**config.mk**
```make
export PLATFORM = sky130hd
export DESIGN_NAME = vertex_format_flags_to_element_list_unit
export DESIGN_NICKNAME = d
export VERILOG_FILES = /design/src/rtl/vfel_pkg.sv /design/src/rtl/vfel_dp.sv /design/src/rtl/vfel_ctrl.sv /design/src/rtl/vertex_format_flags_to_element_list_unit.sv
export SDC_FILE = /design/constraint.sdc
export NUM_CORES = 1
export LEC_CHECK = 0
export ABC_AREA = 1
export BUFFER_PORTS_ARGS = -buffer_cell sky130_fd_sc_hd__buf_4
export CORE_MARGIN = 2
export CORE_UTILIZATION = 60
export DETAILED_ROUTE_END_ITERATION = 8
export GPL_TIMING_DRIVEN = 0
export PLACE_DENSITY_LB_ADDON = 0.05
export SYNTH_ARGS = -nofsm -noshare
export SYNTH_HDL_FRONTEND = slang
export SYNTH_SLANG_ARGS = --single-unit
```
**constraint.sdc**
```tcl
create_clock -name clk -period 5.4 [get_ports clk]
set_clock_uncertainty 0.05 [all_clocks]
set_input_delay 0.81 -clock clk [delete_from_list [all_inputs] [get_ports clk]]
set_output_delay 0.81 -clock clk [all_outputs]
set_load 0.01 [all_outputs]
```
**src/rtl/vfel_pkg.sv**
```systemverilog
// Shared types and constants for the vertex format flag to element list unit.
// Holds the step codes, the controller/datapath command and status structs
// and the element code constants. No dependencies.
`default_nettype none

package vfel_pkg;

    // Field widths
    localparam int FLAGS_W  = 21;
    localparam int STREAM_W = 8;
    localparam int OFFSET_W = 8;
    localparam int TYPE_W   = 5;
    localparam int USAGE_W  = 4;
    localparam int SLOT_W   = 3;
    localparam int ALLOC_W  = 8;

    // Texture coordinate sets and where their flags start
    localparam int UV_SETS     = 8;
    localparam int UV_BASE_BIT = 11;
    localparam int UV_CNT_W    = $clog2(UV_SETS + 1);
    localparam int CAP_W       = 5;

    // Stream codes
    localparam logic [STREAM_W-1:0] STREAM_DATA = 8'd0;
    localparam logic [STREAM_W-1:0] STREAM_END  = 8'hff;

    // Declaration data type codes
    localparam logic [TYPE_W-1:0] DT_FLOAT1 = 5'd0;
    localparam logic [TYPE_W-1:0] DT_FLOAT2 = 5'd1;
    localparam logic [TYPE_W-1:0] DT_FLOAT3 = 5'd2;
    localparam logic [TYPE_W-1:0] DT_FLOAT4 = 5'd3;
    localparam logic [TYPE_W-1:0] DT_COLOR  = 5'd4;
    localparam logic [TYPE_W-1:0] DT_UNUSED = 5'h11;

    // Usage codes
    localparam logic [USAGE_W-1:0] US_POSITION     = 4'd0;
    localparam logic [USAGE_W-1:0] US_BLENDWEIGHT  = 4'd1;
    localparam logic [USAGE_W-1:0] US_BLENDINDICES = 4'd2;
    localparam logic [USAGE_W-1:0] US_NORMAL       = 4'd3;
    localparam logic [USAGE_W-1:0] US_PSIZE        = 4'd4;
    localparam logic [USAGE_W-1:0] US_TEXCOORD     = 4'd5;
    localparam logic [USAGE_W-1:0] US_TANGENT      = 4'd6;
    localparam logic [USAGE_W-1:0] US_BINORMAL     = 4'd7;
    localparam logic [USAGE_W-1:0] US_COLOR        = 4'd10;

    // Byte advances
    localparam logic [OFFSET_W-1:0] ADV_4  = 8'd4;
    localparam logic [OFFSET_W-1:0] ADV_8  = 8'd8;
    localparam logic [OFFSET_W-1:0] ADV_12 = 8'd12;
    localparam logic [OFFSET_W-1:0] ADV_16 = 8'd16;

    // Element slot currently worked on
    typedef enum logic [3:0] {
        STEP_POS,
        STEP_WGT,
        STEP_E20,
        STEP_E40,
        STEP_E80,
        STEP_E100,
        STEP_E200,
        STEP_E400,
        STEP_UV,
        STEP_E80K,
        STEP_E100K,
        STEP_END
    } step_t;

    // Controller to datapath
    typedef struct packed {
        logic  load;   // capture a new flag word
        logic  fire;   // emit the element of the current step
        step_t step;
    } cmd_t;

    // Datapath to controller
    typedef struct packed {
        logic present;  // current step yields an element
        logic out_free; // output register can take an element this cycle
    } stat_t;

endpackage

`default_nettype wire

```
**src/rtl/vfel_dp.sv**
```systemverilog
// Datapath of the vertex format flag to element list unit: flag word, running
// offset, texture set counter, allocation size and the output register.
// Depends on vfel_pkg.
`default_nettype none

module vfel_dp (
    input  wire                              clk,
    input  wire                              rst_n,
    input  wire  [vfel_pkg::FLAGS_W-1:0]     format_flags,
    input  wire  vfel_pkg::cmd_t             cmd,
    output vfel_pkg::stat_t                  stat,
    output logic                             out_valid,
    input  wire                              out_ready,
    output logic [vfel_pkg::STREAM_W-1:0]    stream_number,
    output logic [vfel_pkg::OFFSET_W-1:0]    byte_offset,
    output logic [vfel_pkg::TYPE_W-1:0]      element_type,
    output logic [vfel_pkg::USAGE_W-1:0]     element_usage,
    output logic [vfel_pkg::SLOT_W-1:0]      usage_slot,
    output logic                             is_last,
    output logic [vfel_pkg::ALLOC_W-1:0]     alloc_bytes
);

    logic [vfel_pkg::FLAGS_W-1:0]   flags_reg;
    logic [vfel_pkg::OFFSET_W-1:0]  off_reg, off_next;
    logic [vfel_pkg::UV_CNT_W-1:0]  uv_cnt_reg, uv_cnt_next;
    logic [vfel_pkg::UV_CNT_W-1:0]  uv_idx_reg, uv_idx_next;
    logic [vfel_pkg::ALLOC_W-1:0]   alloc_reg, alloc_next;
    logic                           out_valid_reg, out_valid_next;
    logic [vfel_pkg::STREAM_W-1:0]  stream_reg;
    logic [vfel_pkg::OFFSET_W-1:0]  offset_reg;
    logic [vfel_pkg::TYPE_W-1:0]    type_reg;
    logic [vfel_pkg::USAGE_W-1:0]   usage_reg;
    logic [vfel_pkg::SLOT_W-1:0]    slot_reg;
    logic                           last_reg;
    logic [vfel_pkg::ALLOC_W-1:0]   out_alloc_reg;

    logic [vfel_pkg::CAP_W-1:0]     cap;
    logic                           present;
    logic [vfel_pkg::STREAM_W-1:0]  el_stream;
    logic [vfel_pkg::TYPE_W-1:0]    el_type;
    logic [vfel_pkg::USAGE_W-1:0]   el_usage;
    logic [vfel_pkg::SLOT_W-1:0]    el_slot;
    logic [vfel_pkg::OFFSET_W-1:0]  el_adv;
    logic                           el_last;
    logic                           out_free;

    // Decode texture set count and allocation size of an incoming word
    always_comb
    begin
        uv_cnt_next = '0;
        for (int i = 0; i < vfel_pkg::UV_SETS; i++)
        begin
            if (format_flags[vfel_pkg::UV_BASE_BIT + i])
                uv_cnt_next = vfel_pkg::UV_CNT_W'(i + 1);
        end
        cap = vfel_pkg::CAP_W'(1) + vfel_pkg::CAP_W'(uv_cnt_next);
        if (format_flags[3])
            cap = cap + vfel_pkg::CAP_W'(4);
        else if (format_flags[2])
            cap = cap + vfel_pkg::CAP_W'(2);
        else if (format_flags[1])
            cap = cap + vfel_pkg::CAP_W'(1);
        for (int i = 5; i <= 10; i++)
            cap = cap + vfel_pkg::CAP_W'(format_flags[i]);
        cap = cap + vfel_pkg::CAP_W'(format_flags[19]) + vfel_pkg::CAP_W'(format_flags[20]);
        alloc_next = vfel_pkg::ALLOC_W'({cap + vfel_pkg::CAP_W'(1), 3'b000});
    end

    // Select the element of the current step
    always_comb
    begin
        present   = 1'b0;
        el_stream = vfel_pkg::STREAM_DATA;
        el_type   = vfel_pkg::DT_FLOAT1;
        el_usage  = vfel_pkg::US_POSITION;
        el_slot   = '0;
        el_adv    = '0;
        el_last   = 1'b0;
        case (cmd.step)
            vfel_pkg::STEP_POS:
            begin
                present = 1'b1;
                el_type = flags_reg[0] ? vfel_pkg::DT_FLOAT4 : vfel_pkg::DT_FLOAT3;
                el_adv  = flags_reg[0] ? vfel_pkg::ADV_16 : vfel_pkg::ADV_12;
            end
            vfel_pkg::STEP_WGT:
            begin
                present  = |flags_reg[3:1];
                el_usage = vfel_pkg::US_BLENDWEIGHT;
                // A single weight is one float, two or four are a float4
                el_type  = (flags_reg[3:2] == 2'b00) ? vfel_pkg::DT_FLOAT1
                                                     : vfel_pkg::DT_FLOAT4;
                el_adv   = (flags_reg[3:2] == 2'b00) ? vfel_pkg::ADV_4 : vfel_pkg::ADV_16;
            end
            vfel_pkg::STEP_E20:
            begin
                present  = flags_reg[5];
                el_type  = vfel_pkg::DT_FLOAT4;
                el_usage = vfel_pkg::US_BLENDINDICES;
                el_adv   = vfel_pkg::ADV_16;
            end
            vfel_pkg::STEP_E40:
            begin
                present  = flags_reg[6];
                el_type  = vfel_pkg::DT_FLOAT3;
                el_usage = vfel_pkg::US_NORMAL;
                el_adv   = vfel_pkg::ADV_12;
            end
            vfel_pkg::STEP_E80:
            begin
                present  = flags_reg[7];
                el_type  = vfel_pkg::DT_FLOAT1;
                el_usage = vfel_pkg::US_PSIZE;
                el_adv   = vfel_pkg::ADV_4;
            end
            vfel_pkg::STEP_E100:
            begin
                present  = flags_reg[8];
                el_type  = vfel_pkg::DT_COLOR;
                el_usage = vfel_pkg::US_COLOR;
                el_adv   = vfel_pkg::ADV_4;
            end
            vfel_pkg::STEP_E200:
            begin
                present  = flags_reg[9];
                el_type  = vfel_pkg::DT_COLOR;
                el_usage = vfel_pkg::US_COLOR;
                el_slot  = 3'd1;
                el_adv   = vfel_pkg::ADV_4;
            end
            vfel_pkg::STEP_E400:
            begin
                // Advances 16 bytes although a float3 only fills 12
                present  = flags_reg[10];
                el_type  = vfel_pkg::DT_FLOAT3;
                el_usage = vfel_pkg::US_TEXCOORD;
                el_adv   = vfel_pkg::ADV_16;
            end
            vfel_pkg::STEP_UV:
            begin
                present  = (uv_idx_reg < uv_cnt_reg);
                el_type  = vfel_pkg::DT_FLOAT2;
                el_usage = vfel_pkg::US_TEXCOORD;
                el_slot  = vfel_pkg::SLOT_W'(uv_idx_reg);
                el_adv   = vfel_pkg::ADV_8;
            end
            vfel_pkg::STEP_E80K:
            begin
                present  = flags_reg[19];
                el_type  = vfel_pkg::DT_FLOAT3;
                el_usage = vfel_pkg::US_TANGENT;
                el_adv   = vfel_pkg::ADV_12;
            end
            vfel_pkg::STEP_E100K:
            begin
                present  = flags_reg[20];
                el_type  = vfel_pkg::DT_FLOAT3;
                el_usage = vfel_pkg::US_BINORMAL;
                el_adv   = vfel_pkg::ADV_12;
            end
            default:
            begin
                present   = 1'b1;
                el_stream = vfel_pkg::STREAM_END;
                el_type   = vfel_pkg::DT_UNUSED;
                el_last   = 1'b1;
            end
        endcase
    end

    assign out_free      = !out_valid_reg || out_ready;
    assign stat.present  = present;
    assign stat.out_free = out_free;

    // Advance offset and texture index, hold the output while stalled
    always_comb
    begin
        off_next       = off_reg;
        uv_idx_next    = uv_idx_reg;
        out_valid_next = out_valid_reg && !out_ready;
        if (cmd.load)
        begin
            off_next    = '0;
            uv_idx_next = '0;
        end
        else if (cmd.fire)
        begin
            off_next       = off_reg + el_adv;
            out_valid_next = 1'b1;
            if (cmd.step == vfel_pkg::STEP_UV)
                uv_idx_next = uv_idx_reg + vfel_pkg::UV_CNT_W'(1);
        end
    end

    // Control registers
    always_ff @(posedge clk or negedge rst_n)
    begin
        if (!rst_n)
        begin
            out_valid_reg <= 1'b0;
            off_reg       <= '0;
            uv_idx_reg    <= '0;
            uv_cnt_reg    <= '0;
        end
        else
        begin
            out_valid_reg <= out_valid_next;
            off_reg       <= off_next;
            uv_idx_reg    <= uv_idx_next;
            if (cmd.load)
                uv_cnt_reg <= uv_cnt_next;
        end
    end

    // Payload registers; the allocation size travels with each element so a
    // waiting end marker keeps its own size while the next word is captured
    always_ff @(posedge clk)
    begin
        if (cmd.load)
        begin
            flags_reg <= format_flags;
            alloc_reg <= alloc_next;
        end
        if (cmd.fire)
        begin
            stream_reg    <= el_stream;
            offset_reg    <= el_last ? '0 : off_reg;
            type_reg      <= el_type;
            usage_reg     <= el_usage;
            slot_reg      <= el_slot;
            last_reg      <= el_last;
            out_alloc_reg <= alloc_reg;
        end
    end

    assign out_valid     = out_valid_reg;
    assign stream_number = stream_reg;
    assign byte_offset   = offset_reg;
    assign element_type  = type_reg;
    assign element_usage = usage_reg;
    assign usage_slot    = slot_reg;
    assign is_last       = last_reg;
    assign alloc_bytes   = out_alloc_reg;

    // Texture index never runs past the decoded count
    assert property (@(posedge clk) disable iff (!rst_n) uv_idx_reg <= uv_cnt_reg)
        else $error("texture set index passed its count");

    // An element is only written into a free output register
    assert property (@(posedge clk) disable iff (!rst_n)
        cmd.fire |-> (!out_valid_reg || out_ready))
        else $error("element emitted over a pending result");

    // All advances are multiples of four bytes
    assert property (@(posedge clk) disable iff (!rst_n) off_reg[1:0] == 2'b00)
        else $error("running offset lost word alignment");

endmodule

`default_nettype wire

```
**src/rtl/vfel_ctrl.sv**
```systemverilog
// Controller of the vertex format flag to element list unit: walks the fixed
// element order one slot per cycle while the output register is free, and drives the datapath commands.
// Depends on vfel_pkg.
`default_nettype none

module vfel_ctrl (
    input  wire                   clk,
    input  wire                   rst_n,
    input  wire                   in_valid,
    output logic                  in_ready,
    input  wire  vfel_pkg::stat_t stat,
    output vfel_pkg::cmd_t        cmd
);

    typedef enum logic [3:0] {
        ST_IDLE,
        ST_POS,
        ST_WGT,
        ST_E20,
        ST_E40,
        ST_E80,
        ST_E100,
        ST_E200,
        ST_E400,
        ST_UV,
        ST_E80K,
        ST_E100K,
        ST_END
    } state_t;

    state_t         state_reg, state_next;
    vfel_pkg::step_t step;

    // Map state to the datapath step
    always_comb
    begin
        case (state_reg)
            ST_POS:   step = vfel_pkg::STEP_POS;
            ST_WGT:   step = vfel_pkg::STEP_WGT;
            ST_E20:   step = vfel_pkg::STEP_E20;
            ST_E40:   step = vfel_pkg::STEP_E40;
            ST_E80:   step = vfel_pkg::STEP_E80;
            ST_E100:  step = vfel_pkg::STEP_E100;
            ST_E200:  step = vfel_pkg::STEP_E200;
            ST_E400:  step = vfel_pkg::STEP_E400;
            ST_UV:    step = vfel_pkg::STEP_UV;
            ST_E80K:  step = vfel_pkg::STEP_E80K;
            ST_E100K: step = vfel_pkg::STEP_E100K;
            default:  step = vfel_pkg::STEP_END;
        endcase
    end

    assign in_ready = (state_reg == ST_IDLE);

    // Sequence the slots; stall whenever the output register is full and not being read
    always_comb
    begin
        state_next = state_reg;
        cmd.load   = 1'b0;
        cmd.fire   = 1'b0;
        cmd.step   = step;
        case (state_reg)
            ST_IDLE:
            begin
                if (in_valid)
                begin
                    cmd.load   = 1'b1;
                    state_next = ST_POS;
                end
            end
            default:
            begin
                if (stat.out_free)
                begin
                    cmd.fire = stat.present;
                    case (state_reg)
                        ST_POS:   state_next = ST_WGT;
                        ST_WGT:   state_next = ST_E20;
                        ST_E20:   state_next = ST_E40;
                        ST_E40:   state_next = ST_E80;
                        ST_E80:   state_next = ST_E100;
                        ST_E100:  state_next = ST_E200;
                        ST_E200:  state_next = ST_E400;
                        ST_E400:  state_next = ST_UV;
                        // Stay until every texture set below the count is out
                        ST_UV:    state_next = stat.present ? ST_UV : ST_E80K;
                        ST_E80K:  state_next = ST_E100K;
                        ST_E100K: state_next = ST_END;
                        default:  state_next = ST_IDLE;
                    endcase
                end
            end
        endcase
    end

    // State register
    always_ff @(posedge clk or negedge rst_n)
    begin
        if (!rst_n)
            state_reg <= ST_IDLE;
        else
            state_reg <= state_next;
    end

    // End marker issued means the list is done
    assert property (@(posedge clk) disable iff (!rst_n)
        (state_reg == ST_END && stat.out_free) |=> state_reg == ST_IDLE)
        else $error("controller did not return to idle after end marker");

    // Nothing is emitted while idle
    assert property (@(posedge clk) disable iff (!rst_n)
        state_reg == ST_IDLE |-> !cmd.fire)
        else $error("element emitted while idle");

    // A blocked output register freezes the sequence
    assert property (@(posedge clk) disable iff (!rst_n)
        (state_reg != ST_IDLE && !stat.out_free) |=> $stable(state_reg))
        else $error("controller advanced during an output stall");

endmodule

`default_nettype wire

```
**src/rtl/vertex_format_flags_to_element_list_unit.sv**
```systemverilog
// Top level of the vertex format flag to element list unit.
// Instantiates vfel_ctrl and vfel_dp; depends on vfel_pkg.
//
//   Channel | Handshake            | Payload
//   --------+----------------------+-----------------------------------------------
//   input   | in_valid / in_ready  | format_flags
//   output  | out_valid / out_ready| stream_number, byte_offset, element_type,
//           |                      | element_usage, usage_slot, is_last, alloc_bytes
//
// With no output stalls a request runs as one capture in idle, then the slots of the fixed
// element order in turn, the texture slot looping N+1 times, N being the number of
// texture sets (0..8). The controller walks the slots one at a time and a new request
// is taken once it is back in idle.
// Reset is asynchronous, active low, and clears the sequencer and output valid.
// An output stall freezes the sequence; the last element may still wait in the
// output register while the next request is accepted.
`default_nettype none

module vertex_format_flags_to_element_list_unit (
    input  wire                              clk,
    input  wire                              rst_n,
    input  wire                              in_valid,
    output logic                             in_ready,
    input  wire  [vfel_pkg::FLAGS_W-1:0]     format_flags,
    output logic                             out_valid,
    input  wire                              out_ready,
    output logic [vfel_pkg::STREAM_W-1:0]    stream_number,
    output logic [vfel_pkg::OFFSET_W-1:0]    byte_offset,
    output logic [vfel_pkg::TYPE_W-1:0]      element_type,
    output logic [vfel_pkg::USAGE_W-1:0]     element_usage,
    output logic [vfel_pkg::SLOT_W-1:0]      usage_slot,
    output logic                             is_last,
    output logic [vfel_pkg::ALLOC_W-1:0]     alloc_bytes
);

    vfel_pkg::cmd_t  cmd;
    vfel_pkg::stat_t stat;

    vfel_ctrl u_ctrl (
        .clk      (clk),
        .rst_n    (rst_n),
        .in_valid (in_valid),
        .in_ready (in_ready),
        .stat     (stat),
        .cmd      (cmd)
    );

    vfel_dp u_dp (
        .clk           (clk),
        .rst_n         (rst_n),
        .format_flags  (format_flags),
        .cmd           (cmd),
        .stat          (stat),
        .out_valid     (out_valid),
        .out_ready     (out_ready),
        .stream_number (stream_number),
        .byte_offset   (byte_offset),
        .element_type  (element_type),
        .element_usage (element_usage),
        .usage_slot    (usage_slot),
        .is_last       (is_last),
        .alloc_bytes   (alloc_bytes)
    );

endmodule

`default_nettype wire

```
Word level (Yosys, flattened, before mapping)

Memory sizes are Yosys's and may differ from the RTL's.
Cells that the tools add are included.

Flip-flop bits (word level): 81
Memory bits (read-only): 64
Output and inout bits: 39
Word-level logic and storage cells: 111
Memories: 1

Memory list:

| name             | words | bits a word | read ports | clocked after Yosys merged registers in | write ports | RTL line        | source |
|---|---|---|---|---|---|---|---|
| (name not given) | 16    | 4           | 1          | 0                                       | 0           | vfel_ctrl.sv:37 | `case (state_reg)` |

Add/sub/neg operators: 15
Order comparisons: 1
Equal/unequal tests: 22
Multiplexer cells: 38
Reduce and logical (&&, ||, !) cells: 20

Operators by type and width:

| kind                | number |
|---|---|
| $mux 4              | 13 |
| $pmux 8 s6          | 1 |
| $pmux 4 s11         | 1 |
| $add 5x1->5         | 8 |
| $pmux 5 s7          | 1 |
| $eq 4x3->1 const B  | 8 |
| $pmux 4 s8          | 1 |
| $eq 4x4->1 const B  | 7 |
| $mux 5              | 5 |
| $mux 8              | 3 |
| $eq 4x2->1 const B  | 4 |
| $reduce_or 11->1    | 1 |
| $add 5x1->5 const B | 2 |
| $pmux 1 s10         | 1 |
| $mux 1              | 9 |
| $reduce_or 3->1     | 3 |
| $add 8x8->8         | 1 |
| $eq 4x1->1 const B  | 2 |
| $logic_not 4->1     | 2 |
| $pmux 3 s2          | 1 |
| $reduce_bool 2->1   | 3 |
| $reduce_or 2->1     | 3 |
| $add 1x4->5 const A | 1 |
| $add 5x2->5 const B | 1 |
| other kinds (11)    | 14 |

Longest topological paths before layout

Gate-level depths: netlist of run 1.

Word-level depth: 22
Gate-level depth with buffers: 20

By module

A second synthesis of run 1 with hierarchy kept.

Cells, all modules: 388
Area total of the unflattened synthesis: 3544.6 µm²

By module, submodules not included:

| module    | times used | cells each | area each (µm²) |
|---|---|---|---|
| vfel_dp   | 1          | 314        | 3074.2 |
| vfel_ctrl | 1          | 74         | 470.5 |

Worst setup path before layout of run 1

OpenSTA, ideal clock, no wires.

Kind: input to register
Start point: input format_flags[12] (netlist bit)
End point: register u_dp.alloc_reg[5] (netlist bit) (data pin)
Setup time: 0.258 ns
Arrival: 3.547 ns
Data required time: 5.092 ns
Slack: 1.544 ns
Stages on the path: 15
Buffers on the path: 0
Cells stage by stage: inv_1 -> a21oi_1 -> nor2_1 -> o21ai_0 -> nand2_1 -> nand2_1 -> xnor2_1 -> fa_1 -> fa_1 -> fa_1 -> inv_1 -> ha_1 -> inv_1 -> fa_1 -> xnor2_1

Cells in the longest elaborated chain, start to end: 21

Ends and longest elaborated chain:

| item                          | RTL line                                       | source |
|---|---|---|
| start: declaration            | vertex_format_flags_to_element_list_unit.sv:24 | `input wire [vfel_pkg::FLAGS_W-1:0] format_flags,` |
| $mux 4 (*) (7 in series)      | vfel_dp.sv:53                                  | `if (format_flags[vfel_pkg::UV_BASE_BIT + i])` |
| $add 1x4->5 (*)               | vfel_dp.sv:56                                  | `cap = vfel_pkg::CAP_W'(1) + vfel_pkg::CAP_W'(uv_cnt_next);` |
| $add 5x1->5                   | vfel_dp.sv:62                                  | `cap = cap + vfel_pkg::CAP_W'(1);` |
| $mux 5                        | vfel_dp.sv:61                                  | `else if (format_flags[1])` |
| $mux 5                        | vfel_dp.sv:59                                  | `else if (format_flags[2])` |
| $mux 5 (*)                    | vfel_dp.sv:57                                  | `if (format_flags[3])` |
| $add 5x1->5 (*) (6 in series) | vfel_dp.sv:64                                  | `cap = cap + vfel_pkg::CAP_W'(format_flags[i]);` |
| $add 5x1->5 (*) (2 in series) | vfel_dp.sv:65                                  | `cap = cap + vfel_pkg::CAP_W'(format_flags[19]) + vfel_pkg::CAP_W'(format_flags[20]);` |
| $add 5x1->5 (*)               | vfel_dp.sv:66                                  | `alloc_next = vfel_pkg::ALLOC_W'({cap + vfel_pkg::CAP_W'(1), 3'b000});` |
| via u_dp.alloc_next, one bit  | vfel_dp.sv:27                                  | `logic [vfel_pkg::ALLOC_W-1:0] alloc_reg, alloc_next;` |
| end signal: assignment        | vfel_dp.sv:222                                 | `alloc_reg <= alloc_next;` |
| end: declaration              | vfel_dp.sv:27                                  |  |

Mark *: on every way through the listed nets, which the timed path passes. The rest lies on a longest branch.
A chain may end at the register's enable or synchronous reset.

Final worst setup path of run 1

Start point: input format_flags[11] (netlist bit)
End point: register u_dp.alloc_reg[5] (netlist bit) (data pin)

Cells in the longest elaborated chain, start to end: 22

Ends and longest elaborated chain:

| item                          | RTL line |
|---|---|
| $mux 1 (*)                    | vfel_dp.sv:53 |
| $mux 4 (*) (7 in series)      | vfel_dp.sv:53 |
| $add 1x4->5 (*)               | vfel_dp.sv:56 |
| $add 5x1->5                   | vfel_dp.sv:62 |
| $mux 5                        | vfel_dp.sv:61 |
| $mux 5                        | vfel_dp.sv:59 |
| $mux 5 (*)                    | vfel_dp.sv:57 |
| $add 5x1->5 (*) (6 in series) | vfel_dp.sv:64 |
| $add 5x1->5 (*) (2 in series) | vfel_dp.sv:65 |
| $add 5x1->5 (*)               | vfel_dp.sv:66 |
| via u_dp.alloc_next, one bit  | vfel_dp.sv:27 |

Marked as above.

==> results.txt, run 1 <==
----------------------------------------------------
[Timing]
  Period utilization ... 0.705
  Worst slew slack as a fraction of its limit ... 0.487
  Final-layout setup total negative slack ... 0 ns
  Pins over their slew limit ... 0
  Final setup violation count ... 0
  Transition time at the pin with the least slew margin ... 0.769 ns
  Unrepaired setup endpoints after global routing ... false
  Achievable clock frequency ... 263 MHz
  Period minus WS final ... 3.81 ns
  Final number of hold-violating endpoints ... 0

[Clocking]
  Number of sinks handled by clock tree synthesis ... 59
  Maximum clock insertion buffer count ... 2
  CTS tree ... yes
  Clock-pin slew reported for the worst setup and hold paths after clock tree synthesis ... 0.07 ns
  H-Tree Depth ... 3
  Buffers inserted by post-CTS timing repair ... 0
  Num CTS Buffers ... 9
  PostCTS Resize Cnt ... 0
  Worst-skew pair later-pin latency ... 0.35 ns
  Library cell used as clock root buffer ... sky130_fd_sc_hd__clkbuf_8
  Hold buffers post-CTS ... 0

[Pwr]
  Design Power ... 0.00273 W
  Cell leakage power ... 2.12 nW
  Peak supply drop ... 0.314 mV
  Power per unit of standard cell area ... 634 nW/um^2

[Logic synthesis]
  Mapped Avg Cell Area ... 9.20 sq um
  Synth Register Bits ... 59
  Sequential cell area fraction in the yosys report ... 0.470
  Yosys synthesis warning count ... 0
  Cell variety after synth ... 35
  Cell area after synthesis ... 3570 sq um
  Count of mapped cells out of synthesis ... 388

[GRT]
  Initial antenna violation count ... 0
  First-pass GRT wire length ... 11,300 microns
  Total grt overflow ... 0
  Maximum number of pins on one net before global-route repair ... 26
  Number of global-route vias before repair ... 2,651
  GRT Total Usage ... 0.229

[Worst hold path]
  Worst hold-check path type ... primary input to asynchronous set/reset pin

[Routing]
  Uppermost signal routing layer after detailed routing ... met4
  Ratio of routed vias to standard cells ... 5.04
  Post-detailed-route wirelength per cell ... 12.6 microns
  First DRT Iteration DRCs ... 153
  Post-Route M1 WL ... 2990 microns
  Metal2 WL ... 3280 microns
  DRC Markers ... 0
  Vias ... 2,722
  Length of routed met3 wiring ... 393 microns
  Pre-Repair DR Iteration Count ... 4
  Wire length reported by the detailed router ... 6800 microns
  Post-route antenna net violation count ... 0

[Critical path]
  Worst Setup Start Kind ... primary input
  Critical path, cell by cell ... buf_4 -> a21oi_1 -> nor2_1 -> o21ai_0 -> nand2_1 -> nand2_1 -> xnor2_1 -> fa_1 -> fa_1 -> fa_1 -> inv_1 -> ha_1 -> inv_1 -> fa_1 -> xnor2_1
  Critical path's slowest cell ... sky130_fd_sc_hd__fa_1
  Critical Path Max Stage Delay ... 0.51 ns
  Arrival time at the worst endpoint ... 3.85 ns
  Crit path capture type ... register
  Maximum fanout count along the critical path ... 5
  Path type of the worst setup path ... primary input to register
  Cell occurring most often along the worst timing path ... sky130_fd_sc_hd__fa_1
  WP data required ... 5.45 ns

[Layout]
  Leading cell types in the layout, fill and taps excluded ... 70 x sky130_fd_sc_hd__buf_4, 66 x sky130_fd_sc_hd__nand2_1, 62 x sky130_fd_sc_hd__inv_1
  Synth-to-Final Area Change ... 20.5%
  Inserted Diodes ... 0
  NumNets Final ... 518
  Ratio of cells with drive above 1 in the final layout ... 0.241
  # fillers ... 441
  Most frequent standard cell in the layout excluding fill and tap cells ... sky130_fd_sc_hd__buf_4
  Largest register FFs ... 12
  Area of combinational cells with multiple inputs ... 1550 sq um
  Sequential Area ... 1680 sq um

[Place]
  Detailed placement HPWL ... 5240 microns
  Global placer's final weighted congestion ... 0.862
  Count of buffers from port buffering ... 56

[Floorplan]
  Die outline area ... 6580 sq um
  Die height ... 81.1 microns
  Area of the core region ... 5850 sq um
  Placement Rows ... 28
  Starting utilization of the core area ... 0.610
  I/O pin count ... 64
  Horizontal die dimension ... 81.1 microns

[Outcome]
  Status ... complete, no violations

[Flow run]
  Maximum Capacitance Violations ... 0

----------------------------------------------------
[critical path, delay by kind of cell]
kind | cells | cell delay, ns
compound gates | 2 | 0.27
xor+xnor | 2 | 0.30
fa+ha+maj | 5 | 1.94
buf+inv | 3 | 0.24
simple gates | 3 | 0.30
[routing by layer]
metal / vias up / track usage
met5: - / 0
met4: 0 / 0.114
met3: 12 / 0.0467
met2: 80 / 0.374
met1: 1240 / 0.290
li1: 1390 / -
[cell families (layout without fill, tap and decap cells)]
kind of cell,count (synthesis),count (layout),share of synthesized area
AND/OR/NAND/NOR,150,150,0.188
other,1,6,0.00105
flip-flops,59,59,0.470
buffers and inverters,82,154,0.102
adder cells (fa/ha/maj),33,33,0.128
AO/OA/AOI/OAI,52,52,0.0845
XOR/XNOR,11,11,0.0270
[metrics by stage]
step | cells | util | hold slack [ns] | cell area, sq um | setup slack (ns)
floorplan | 393 | - | 0.350 | 3590 | 1.54
global placement | 524 | 0.701 | 0.352 | 4100 | 1.25
detailed placement | 524 | 0.701 | 0.358 | 4100 | 1.22
CTS | 540 | 0.735 | 0.281 | 4300 | 1.59
global route | 540 | 0.735 | 0.296 | 4300 | 1.28
finish | 540 | 0.735 | 0.285 | 4300 | 1.59
[report_power, final]
part           switching (W)  internal [W]
combinational       0.000919      0.000561
clock               0.000190      0.000216
sequential         0.0000777      0.000766
[area by class of cell]
type | count | area share
clock buffer | 9 | 0.0288
tap | 75 | 0.0218
sequential | 59 | 0.390
multi-input combinational | 252 | 0.360
buffer | 15 | 0.0256
timing repair buffer | 56 | 0.0977
inverter | 67 | 0.0588
clock inverter | 7 | 0.0177
[cells in the mapped netlist]
cell | instances | area (sq um)
sky130_fd_sc_hd__conb_1 | 1 | 3.75
sky130_fd_sc_hd__xnor2_1 | 6 | 52.6
sky130_fd_sc_hd__inv_2 | 4 | 15.0
sky130_fd_sc_hd__nand3_1 | 21 | 105
sky130_fd_sc_hd__buf_4 | 14 | 105
sky130_fd_sc_hd__nor2_2 | 4 | 25.0
sky130_fd_sc_hd__buf_2 | 1 | 5.00
sky130_fd_sc_hd__nand4_1 | 2 | 12.5
sky130_fd_sc_hd__o2111ai_1 | 1 | 8.76
sky130_fd_sc_hd__edfxtp_1 | 40 | 1200
sky130_fd_sc_hd__o21ai_2 | 2 | 17.5
sky130_fd_sc_hd__nand3_2 | 3 | 30.0
sky130_fd_sc_hd__a31oi_1 | 2 | 12.5
sky130_fd_sc_hd__o221ai_1 | 1 | 8.76
sky130_fd_sc_hd__a211oi_1 | 1 | 7.51
sky130_fd_sc_hd__a21o_1 | 1 | 7.51
sky130_fd_sc_hd__a21boi_0 | 1 | 7.51
sky130_fd_sc_hd__nor2_1 | 38 | 143
sky130_fd_sc_hd__o22ai_1 | 3 | 18.8
sky130_fd_sc_hd__clkinv_2 | 1 | 5.00
sky130_fd_sc_hd__o211ai_1 | 2 | 15.0
sky130_fd_sc_hd__nor3_1 | 7 | 35.0
sky130_fd_sc_hd__fa_1 | 6 | 120
sky130_fd_sc_hd__o21ai_0 | 18 | 90.1
sky130_fd_sc_hd__nand2_2 | 4 | 25.0
sky130_fd_sc_hd__a21oi_1 | 15 | 75.1
sky130_fd_sc_hd__nand2_1 | 66 | 248
sky130_fd_sc_hd__nand2_4 | 3 | 33.8
sky130_fd_sc_hd__dfrtp_1 | 19 | 475
sky130_fd_sc_hd__ha_1 | 27 | 338
sky130_fd_sc_hd__or2_2 | 2 | 12.5
sky130_fd_sc_hd__a21oi_2 | 2 | 17.5
sky130_fd_sc_hd__xor2_1 | 5 | 43.8
sky130_fd_sc_hd__inv_1 | 62 | 233
sky130_fd_sc_hd__o21ai_1 | 3 | 15.0
[worst paths after layout]
path	start	cells after the start	endpoint	slack, ns
max	format_flags[11]	15	u_dp.alloc_reg[5]	1.59
min	rst_n	1	u_ctrl.state_reg[1]	0.29
max in group asynchronous	rst_n	1	u_dp.off_reg[4]	4.78
max reg2reg	u_ctrl.state_reg[0]	19	u_dp.off_reg[6]	1.85
min in group clk	u_dp.alloc_reg[6]	0	u_dp.alloc_bytes[6]	0.37
min reg2reg	u_dp.alloc_reg[6]	0	u_dp.alloc_bytes[6]	0.37
No activity file was read; power rests on OpenSTA's default activity.
==> run 2: changes to the inputs <==
CORE_UTILIZATION = 56   (was 60)
clock period = 3.8 ns   (was 5.4 ns; I/O delays follow)
==> results.txt, run 2 (synthesis gave the netlist of run 1 again) <==
----------------------------------------------------
[GRT]
  First-pass GRT wire length ... 11,600 microns (+3.3%)
  Number of global-route vias before repair ... 2,609 (-1.6%)
  GRT Total Usage ... 0.211 (-0.0181)
  Initial antenna violation count ... 0 (unchanged)
  Maximum number of pins on one net before global-route repair ... 26 (unchanged)
  Total grt overflow ... 0 (unchanged)

[Clocking]
  H-Tree Depth ... 3 (unchanged)
  Library cell used as clock root buffer ... sky130_fd_sc_hd__clkbuf_8
  CTS tree ... yes
  Number of sinks handled by clock tree synthesis ... 59 (unchanged)
  Maximum clock insertion buffer count ... 2 (unchanged)
  Worst-skew pair later-pin latency ... 0.35 ns (about the same)
  Clock-pin slew reported for the worst setup and hold paths after clock tree synthesis ... 0.07 ns (about the same)
  Num CTS Buffers ... 9 (unchanged)
  Hold buffers post-CTS ... 0 (unchanged)

[Pwr]
  Cell leakage power ... 2.13 nW (about the same)
  Register share of total power ... 0.308 (about the same)
  Sw power ... 0.00171 W (+44%)
  Cell-internal power ... 0.00220 W (+42%)
  Share of power burned in the clock network ... 0.148 (about the same)
  Logic pwr share ... 0.544 (+0.002)
  Design Power ... 0.00390 W (+43%)
  Peak supply drop ... 0.541 mV (+72%)
  Fraction of power spent switching nets ... 0.437 (+0.00218)
  Power per unit of standard cell area ... 905 nW/um^2 (+43%)

[Floorplan]
  Die height ... 83.8 microns (+3.3%)
  Area of the core region ... 6240 sq um (+6.7%)
  Die outline area ... 7030 sq um (+6.8%)
  Horizontal die dimension ... 83.8 microns (+3.3%)
  Starting utilization of the core area ... 0.572 (-0.0382)
  Placement Rows ... 29 (+3.6%)
  I/O pin count ... 64 (unchanged)

[Critical path]
  Cell occurring most often along the worst timing path ... sky130_fd_sc_hd__fa_1
  Critical Path Max Stage Delay ... 0.51 ns (about the same)
  Worst Setup Start Kind ... primary input
  Maximum fanout count along the critical path ... 5 (unchanged)
  Setup slack of the most critical reg-to-reg path ... 0.39 ns (-1.46 ns)
  WP data required ... 3.86 ns (-1.59 ns)
  Crit path capture type ... register
  Critical path, cell by cell ... buf_4 -> a21oi_1 -> nor2_1 -> o21ai_0 -> nand2_1 -> nand2_2 -> xnor2_1 -> fa_1 -> fa_1 -> fa_1 -> inv_1 -> ha_1 -> inv_1 -> fa_1 -> xnor2_1
  Path type of the worst setup path ... primary input to register
  Arrival time at the worst endpoint ... 3.59 ns (-0.26 ns)
  Critical path's slowest cell ... sky130_fd_sc_hd__fa_1

[Flow run]
  Maximum Capacitance Violations ... 0 (unchanged)

[Worst hold path]
  Worst hold-check path type ... primary input to asynchronous set/reset pin

[Layout]
  Final non-filler cell total ... 542 (+0.37%)
  # fillers ... 499 (+13%)
  Ratio of cells with drive above 1 in the final layout ... 0.245 (+0.00430)
  Finished Core Util ... 0.691 (-0.0444)
  NumNets Final ... 518 (unchanged)
  Leading cell types in the layout, fill and taps excluded ... 70 x sky130_fd_sc_hd__buf_4, 65 x sky130_fd_sc_hd__nand2_1, 62 x sky130_fd_sc_hd__inv_1
  Largest register FFs ... 12 (unchanged)
  Most frequent standard cell in the layout excluding fill and tap cells ... sky130_fd_sc_hd__buf_4
  Synth-to-Final Area Change ... 20.8%
  Inserted Diodes ... 0 (unchanged)

[Timing]
  Final setup violation count ... 0 (unchanged)
  Worst Hold Margin ... 0.0382 ns (-0.247 ns)
  Worst slew slack as a fraction of its limit ... 0.463 (-0.0244)
  Period utilization ... 0.930
  Unrepaired setup endpoints after global routing ... false
  Period minus WS final ... 3.53 ns
  Transition time at the pin with the least slew margin ... 0.805 ns (+0.0365 ns)
  Final number of hold-violating endpoints ... 0 (unchanged)
  Pins over their slew limit ... 0 (unchanged)
  Achievable clock frequency ... 283 MHz

[Place]
  DP Cell Count ... 526 (+0.38%)
  Count of buffers from port buffering ... 56 (unchanged)
  Global placer's final weighted congestion ... 0.879 (+2.1%)
  Detailed placement HPWL ... 5280 microns (+0.73%)

[Outcome]
  Status ... complete, no violations

[Routing]
  Post-route antenna net violation count ... 0 (unchanged)
  Vias ... 2,753 (+1.1%)
  Post-detailed-route wirelength per cell ... 12.6 microns (+0.47%)
  DRC Markers ... 0 (unchanged)
  First DRT Iteration DRCs ... 172 (+12%)
  Pre-Repair DR Iteration Count ... 4 (unchanged)
  Ratio of routed vias to standard cells ... 5.08 (+0.77%)
  Wire length reported by the detailed router ... 6860 microns (+0.84%)

----------------------------------------------------
==> run 2: critical path, delay by kind of cell <==
kind / cells / cell delay (ns)
simple gates: 3 / 0.27
fa+ha+maj: 5 / 1.96
buf+inv: 3 / 0.24
xor+xnor: 2 / 0.29
compound gates: 2 / 0.27
==> run 2: through the flow <==
stage / area, sq um / setup TNS (ns) / worst slack [ns]
floorplan: 3590 / 0 / 0.184
global placement: 4100 / -0.371 / -0.120
detailed placement: 4100 / -0.532 / -0.169
CTS: 4300 / 0 / 0.204
global route: 4310 / 0 / 0.0315
finish: 4310 / 0 / 0.268
==> run 2: what timing repair did <==
action,in CTS,in global routing
gates resized for setup,0,2
setup endpoints to repair,0,2
setup buffers,0,0
==> run 2: path summary, 6_finish.rpt <==
check | depth (start not counted) | end | startpoint
worst max-delay path | 15 | u_dp.alloc_reg[5] | format_flags[11]
worst min-delay path | 1 | u_ctrl.state_reg[2] | rst_n
worst max register to register | 17 | u_dp.off_reg[6] | u_ctrl.state_reg[0]
worst min register to register | 0 | u_dp.alloc_bytes[5] | u_dp.alloc_reg[5]
max in group asynchronous | 1 | u_dp.uv_cnt_reg[1] | rst_n
min in group clk | 1 | u_dp.flags_reg[0] | format_flags[0]
==> run 2: final cells by class <==
class,count,area (sq um),share of cell area
plain buffers,15,110,0.0255
clock buffers,9,124,0.0287
clock inverters,7,76.3,0.0177
inverters,67,253,0.0586
multi-input cells,252,1560,0.361
flip-flops and latches,59,1680,0.389
well taps,77,96.3,0.0223
repair buffers,56,420,0.0975
==> run 2: power groups by stage <==
stage | clock, W | sequential [W] | combinational (W)
after floorplan | 0 | 0.00126 | 0.00139
after global placement | 0 | 0.00121 | 0.00203
after detailed placement | 0 | 0.00122 | 0.00210
after CTS | 0.000585 | 0.00120 | 0.00212
after global routing | 0.000613 | 0.00123 | 0.00237
final | 0.000578 | 0.00120 | 0.00212
==> run 2: per-layer routing <==
| metal | track usage | wire, microns |
|---|---|---|
| met2 | 0.350 | 3470 |
| met5 | 0 | 0 |
| met4 | 0.109 | 189 |
| met3 | 0.0425 | 327 |
| met1 | 0.261 | 2870 |
==> run 3: changes to the inputs <==
--- a/config.mk
+++ b/config.mk
@@ -7,6 +7,5 @@
 export LEC_CHECK = 0
-export ABC_AREA = 1
 export BUFFER_PORTS_ARGS = -buffer_cell sky130_fd_sc_hd__buf_4
 export CORE_MARGIN = 2
-export CORE_UTILIZATION = 56
+export CORE_UTILIZATION = 57
 export DETAILED_ROUTE_END_ITERATION = 8
--- a/constraint.sdc
+++ b/constraint.sdc
@@ -4,2 +4,2 @@
 set_output_delay 0.57 -clock clk [all_outputs]
-set_load 0.01 [all_outputs]
+set_load 0.05 [all_outputs]
==> results.txt, run 3 <==
----------------------------------------------------
[Clocking]
  H-Tree Depth ... 3 (unchanged)
  Worst-skew pair later-pin latency ... 0.35 ns (about the same)
  Clock-pin slew reported for the worst setup and hold paths after clock tree synthesis ... 0.07 ns (about the same)
  Num CTS Buffers ... 9 (unchanged)
  CTS tree ... yes
  Maximum clock insertion buffer count ... 2 (unchanged)
  Library cell used as clock root buffer ... sky130_fd_sc_hd__clkbuf_8
  Number of sinks handled by clock tree synthesis ... 59 (unchanged)

[Logic synthesis]
  Cell area after synthesis ... 3810 sq um (+6.7%)
  Area share of the largest cell type after synthesis ... 0.316 (-0.0210)
  Count leader, synth ... sky130_fd_sc_hd__edfxtp_1
  Cell types with the largest area share after synthesis ... sky130_fd_sc_hd__edfxtp_1 32%, sky130_fd_sc_hd__dfrtp_1 12%, sky130_fd_sc_hd__ha_1 8.9%
  Sequential cell area fraction in the yosys report ... 0.440 (-0.0293)
  Top cell type by total area after synthesis ... sky130_fd_sc_hd__edfxtp_1
  Combinational family with the most area after synthesis ... compound AO/OA/AOI/OAI gates
  Basic-gate share of the synthesized area counting and, or, nand and nor cells ... 0.132 (-0.0558)
  Synth Register Bits ... 59 (unchanged)
  Mapped Avg Cell Area ... 10.2 sq um (+11%)
  Yosys synthesis warning count ... 0 (unchanged)
  Cell variety after synth ... 58 (+66%)
  Adder and majority gate portion of the synthesized area ... 0.120 (-0.00802)
  Count of mapped cells out of synthesis ... 372 (-4.1%)
  Mux contribution to synthesized area ... 0.0355 (+0.0355)
  Most common library cells after synthesis ... 40 x sky130_fd_sc_hd__edfxtp_1, 36 x sky130_fd_sc_hd__nand2_1, 34 x sky130_fd_sc_hd__inv_1
  Synthesized-area fraction occupied by ao, oa, aoi and oai cells ... 0.173 (+0.0887)
  Most frequently used flop master after synthesis ... sky130_fd_sc_hd__edfxtp_1
  Async set-reset flop share out of synthesis ... 0.322 (unchanged)
  XOR/XNOR Fraction of Synth Area ... 0.0184 (-0.00859)
  Number of enable flip-flop cells after synthesis ... 40 (unchanged)

[Timing]
  Period utilization ... 0.947 (+0.0180)
  Period minus WS final ... 3.60 ns (+0.0682 ns)
  Final number of hold-violating endpoints ... 0 (unchanged)
  Achievable clock frequency ... 278 MHz (-1.9%)
  Final-layout setup total negative slack ... 0 ns (unchanged)
  Transition time at the pin with the least slew margin ... 0.773 ns (-0.0318 ns)
  Final setup violation count ... 0 (unchanged)
  Pins over their slew limit ... 0 (unchanged)
  Worst slew slack as a fraction of its limit ... 0.484 (+0.0212)

[Floorplan]
  Area of the core region ... 6390 sq um (+2.3%)
  Placement Rows ... 29 (unchanged)
  Starting utilization of the core area ... 0.596 (+0.0242)
  I/O pin count ... 64 (unchanged)
  Die outline area ... 7350 sq um (+4.6%)
  Horizontal die dimension ... 85.7 microns (+2.3%)
  Die height ... 85.7 microns (+2.3%)

[GRT]
  GRT Total Usage ... 0.241 (+0.0302)
  Total grt overflow ... 0 (unchanged)
  Initial antenna violation count ... 0 (unchanged)
  Maximum number of pins on one net before global-route repair ... 33 (+27%)
  Number of global-route vias before repair ... 2,787 (+6.8%)
  First-pass GRT wire length ... 13,500 microns (+16%)

[Layout]
  Most frequent standard cell in the layout excluding fill and tap cells ... sky130_fd_sc_hd__buf_4
  Synth-to-Final Area Change ... 20.2%
  Leading cell types in the layout, fill and taps excluded ... 72 x sky130_fd_sc_hd__buf_4, 40 x sky130_fd_sc_hd__edfxtp_1, 36 x sky130_fd_sc_hd__nand2_1
  Sequential Area ... 1680 sq um (about the same)
  Inserted Diodes ... 0 (unchanged)
  # fillers ... 494 (-1.0%)
  Area of combinational cells with multiple inputs ... 1880 sq um (+21%)
  NumNets Final ... 503 (-2.9%)
  Ratio of cells with drive above 1 in the final layout ... 0.251 (+0.00595)
  Largest register FFs ... 12 (unchanged)

[Routing]
  Post-route antenna net violation count ... 0 (unchanged)
  Wire length reported by the detailed router ... 8140 microns (+19%)
  Post-detailed-route wirelength per cell ... 15.4 microns (+22%)
  Pre-Repair DR Iteration Count ... 5 (+1)
  Ratio of routed vias to standard cells ... 5.69 (+12%)
  First DRT Iteration DRCs ... 194 (+13%)
  DRC Markers ... 0 (unchanged)
  Vias ... 2,996 (+8.8%)

[Critical path]
  Maximum fanout count along the critical path ... 5 (unchanged)
  Crit path capture type ... register
  Arrival time at the worst endpoint ... 3.66 ns (+0.07 ns)
  Path type of the worst setup path ... primary input to register
  WP data required ... 3.86 ns (about the same)
  Worst Setup Start Kind ... primary input

[Outcome]
  Status ... complete, no violations

[Worst hold path]
  Worst hold-check path type ... primary input to asynchronous set/reset pin

[Flow run]
  Maximum Capacitance Violations ... 0 (unchanged)

[Place]
  Global placer's final weighted congestion ... 0.905 (+2.9%)
  Count of buffers from port buffering ... 56 (unchanged)
  Detailed placement HPWL ... 5930 microns (+12%)

----------------------------------------------------
run 3: cells by family (layout without fill, tap and decap cells):
| kind of cell | count (synthesis) | count (layout) |
|---|---|---|
| other cells | 1 | 6 |
| mux | 13 | 13 |
| flops | 59 | 59 |
| xor+xnor | 8 | 8 |
| fa+ha+maj | 33 | 33 |
| compound gates | 95 | 95 |
| simple gates | 102 | 102 |
| buf+inv | 61 | 134 |
run 3: path summary, 6_finish.rpt:
check / start / cells past startpoint / slack, ns / endpoint
worst max register to register: u_ctrl.state_reg[0] / 15 / 0.24 / u_dp.off_reg[6]
max in group asynchronous: rst_n / 1 / 3.40 / u_ctrl.state_reg[0]
worst min-delay path: rst_n / 1 / 0.05 / u_ctrl.state_reg[2]
min in group clk: format_flags[0] / 1 / 0.35 / u_dp.flags_reg[0]
worst max-delay path: format_flags[12] / 15 / 0.20 / u_dp.alloc_reg[4]
worst min register to register: u_dp.alloc_reg[6] / 0 / 0.37 / u_dp.alloc_bytes[6]
run 3: critical path, stage by stage:
cell and delay [ns]:
sky130_fd_sc_hd__buf_4 0.11, sky130_fd_sc_hd__inv_1 0.04, sky130_fd_sc_hd__a21oi_1 0.05, sky130_fd_sc_hd__o21bai_1 0.12, sky130_fd_sc_hd__a21oi_1 0.09, sky130_fd_sc_hd__or2_4 0.28, sky130_fd_sc_hd__xor2_4 0.16, sky130_fd_sc_hd__fa_1 0.48
sky130_fd_sc_hd__fa_1 0.51, sky130_fd_sc_hd__fa_1 0.40, sky130_fd_sc_hd__inv_1 0.06, sky130_fd_sc_hd__ha_1 0.16, sky130_fd_sc_hd__inv_1 0.07, sky130_fd_sc_hd__fa_2 0.52, sky130_fd_sc_hd__inv_1 0.03
run 3: final cells by class:
class	count	share of cell area
plain buffers	26	0.0372
clock buffers	10	0.0279
clock inverters	6	0.0142
inverters	34	0.0279
multi-input cells	257	0.410
flip-flops and latches	59	0.367
well taps	77	0.0210
repair buffers	58	0.0951
run 3: stage by stage:
| stage | instances | utilization | hold WS [ns] | worst slack, ns | instance area, sq um |
|---|---|---|---|---|---|
| after floorplan | 377 | - | 0.224 | 0.00845 | 3830 |
| after global placement | 510 | 0.680 | 0.354 | -0.264 | 4340 |
| after detailed placement | 510 | 0.680 | 0.355 | -0.309 | 4340 |
| after CTS | 526 | 0.710 | 0.0447 | 0.000774 | 4540 |
| after global routing | 527 | 0.717 | 0.0594 | -0.0123 | 4580 |
| final | 527 | 0.717 | 0.0487 | 0.200 | 4580 |
run 3: repair_timing:
action	4_1_cts	5_1_grt
setup buffers	0	2
hold buffers	0	0
setup endpoints to repair	0	9
gates resized for setup	0	7
run 3: metal layers:
metal / routed length [microns] / GRT usage / part of all wire / vias to the layer above
met1: 3510 / 0.326 / 0.43 / 1396
met4: 293 / 0.139 / 0.036 / 0
met5: 0 / 0 / 0 / -
met2: 3780 / 0.359 / 0.46 / 131
met3: 564 / 0.0529 / 0.069 / 20
li1: - / - / - / 1449
Power of run 3 is not shown: default switching activity piles up to over one toggle a cycle in this logic, so the estimate is an artifact.
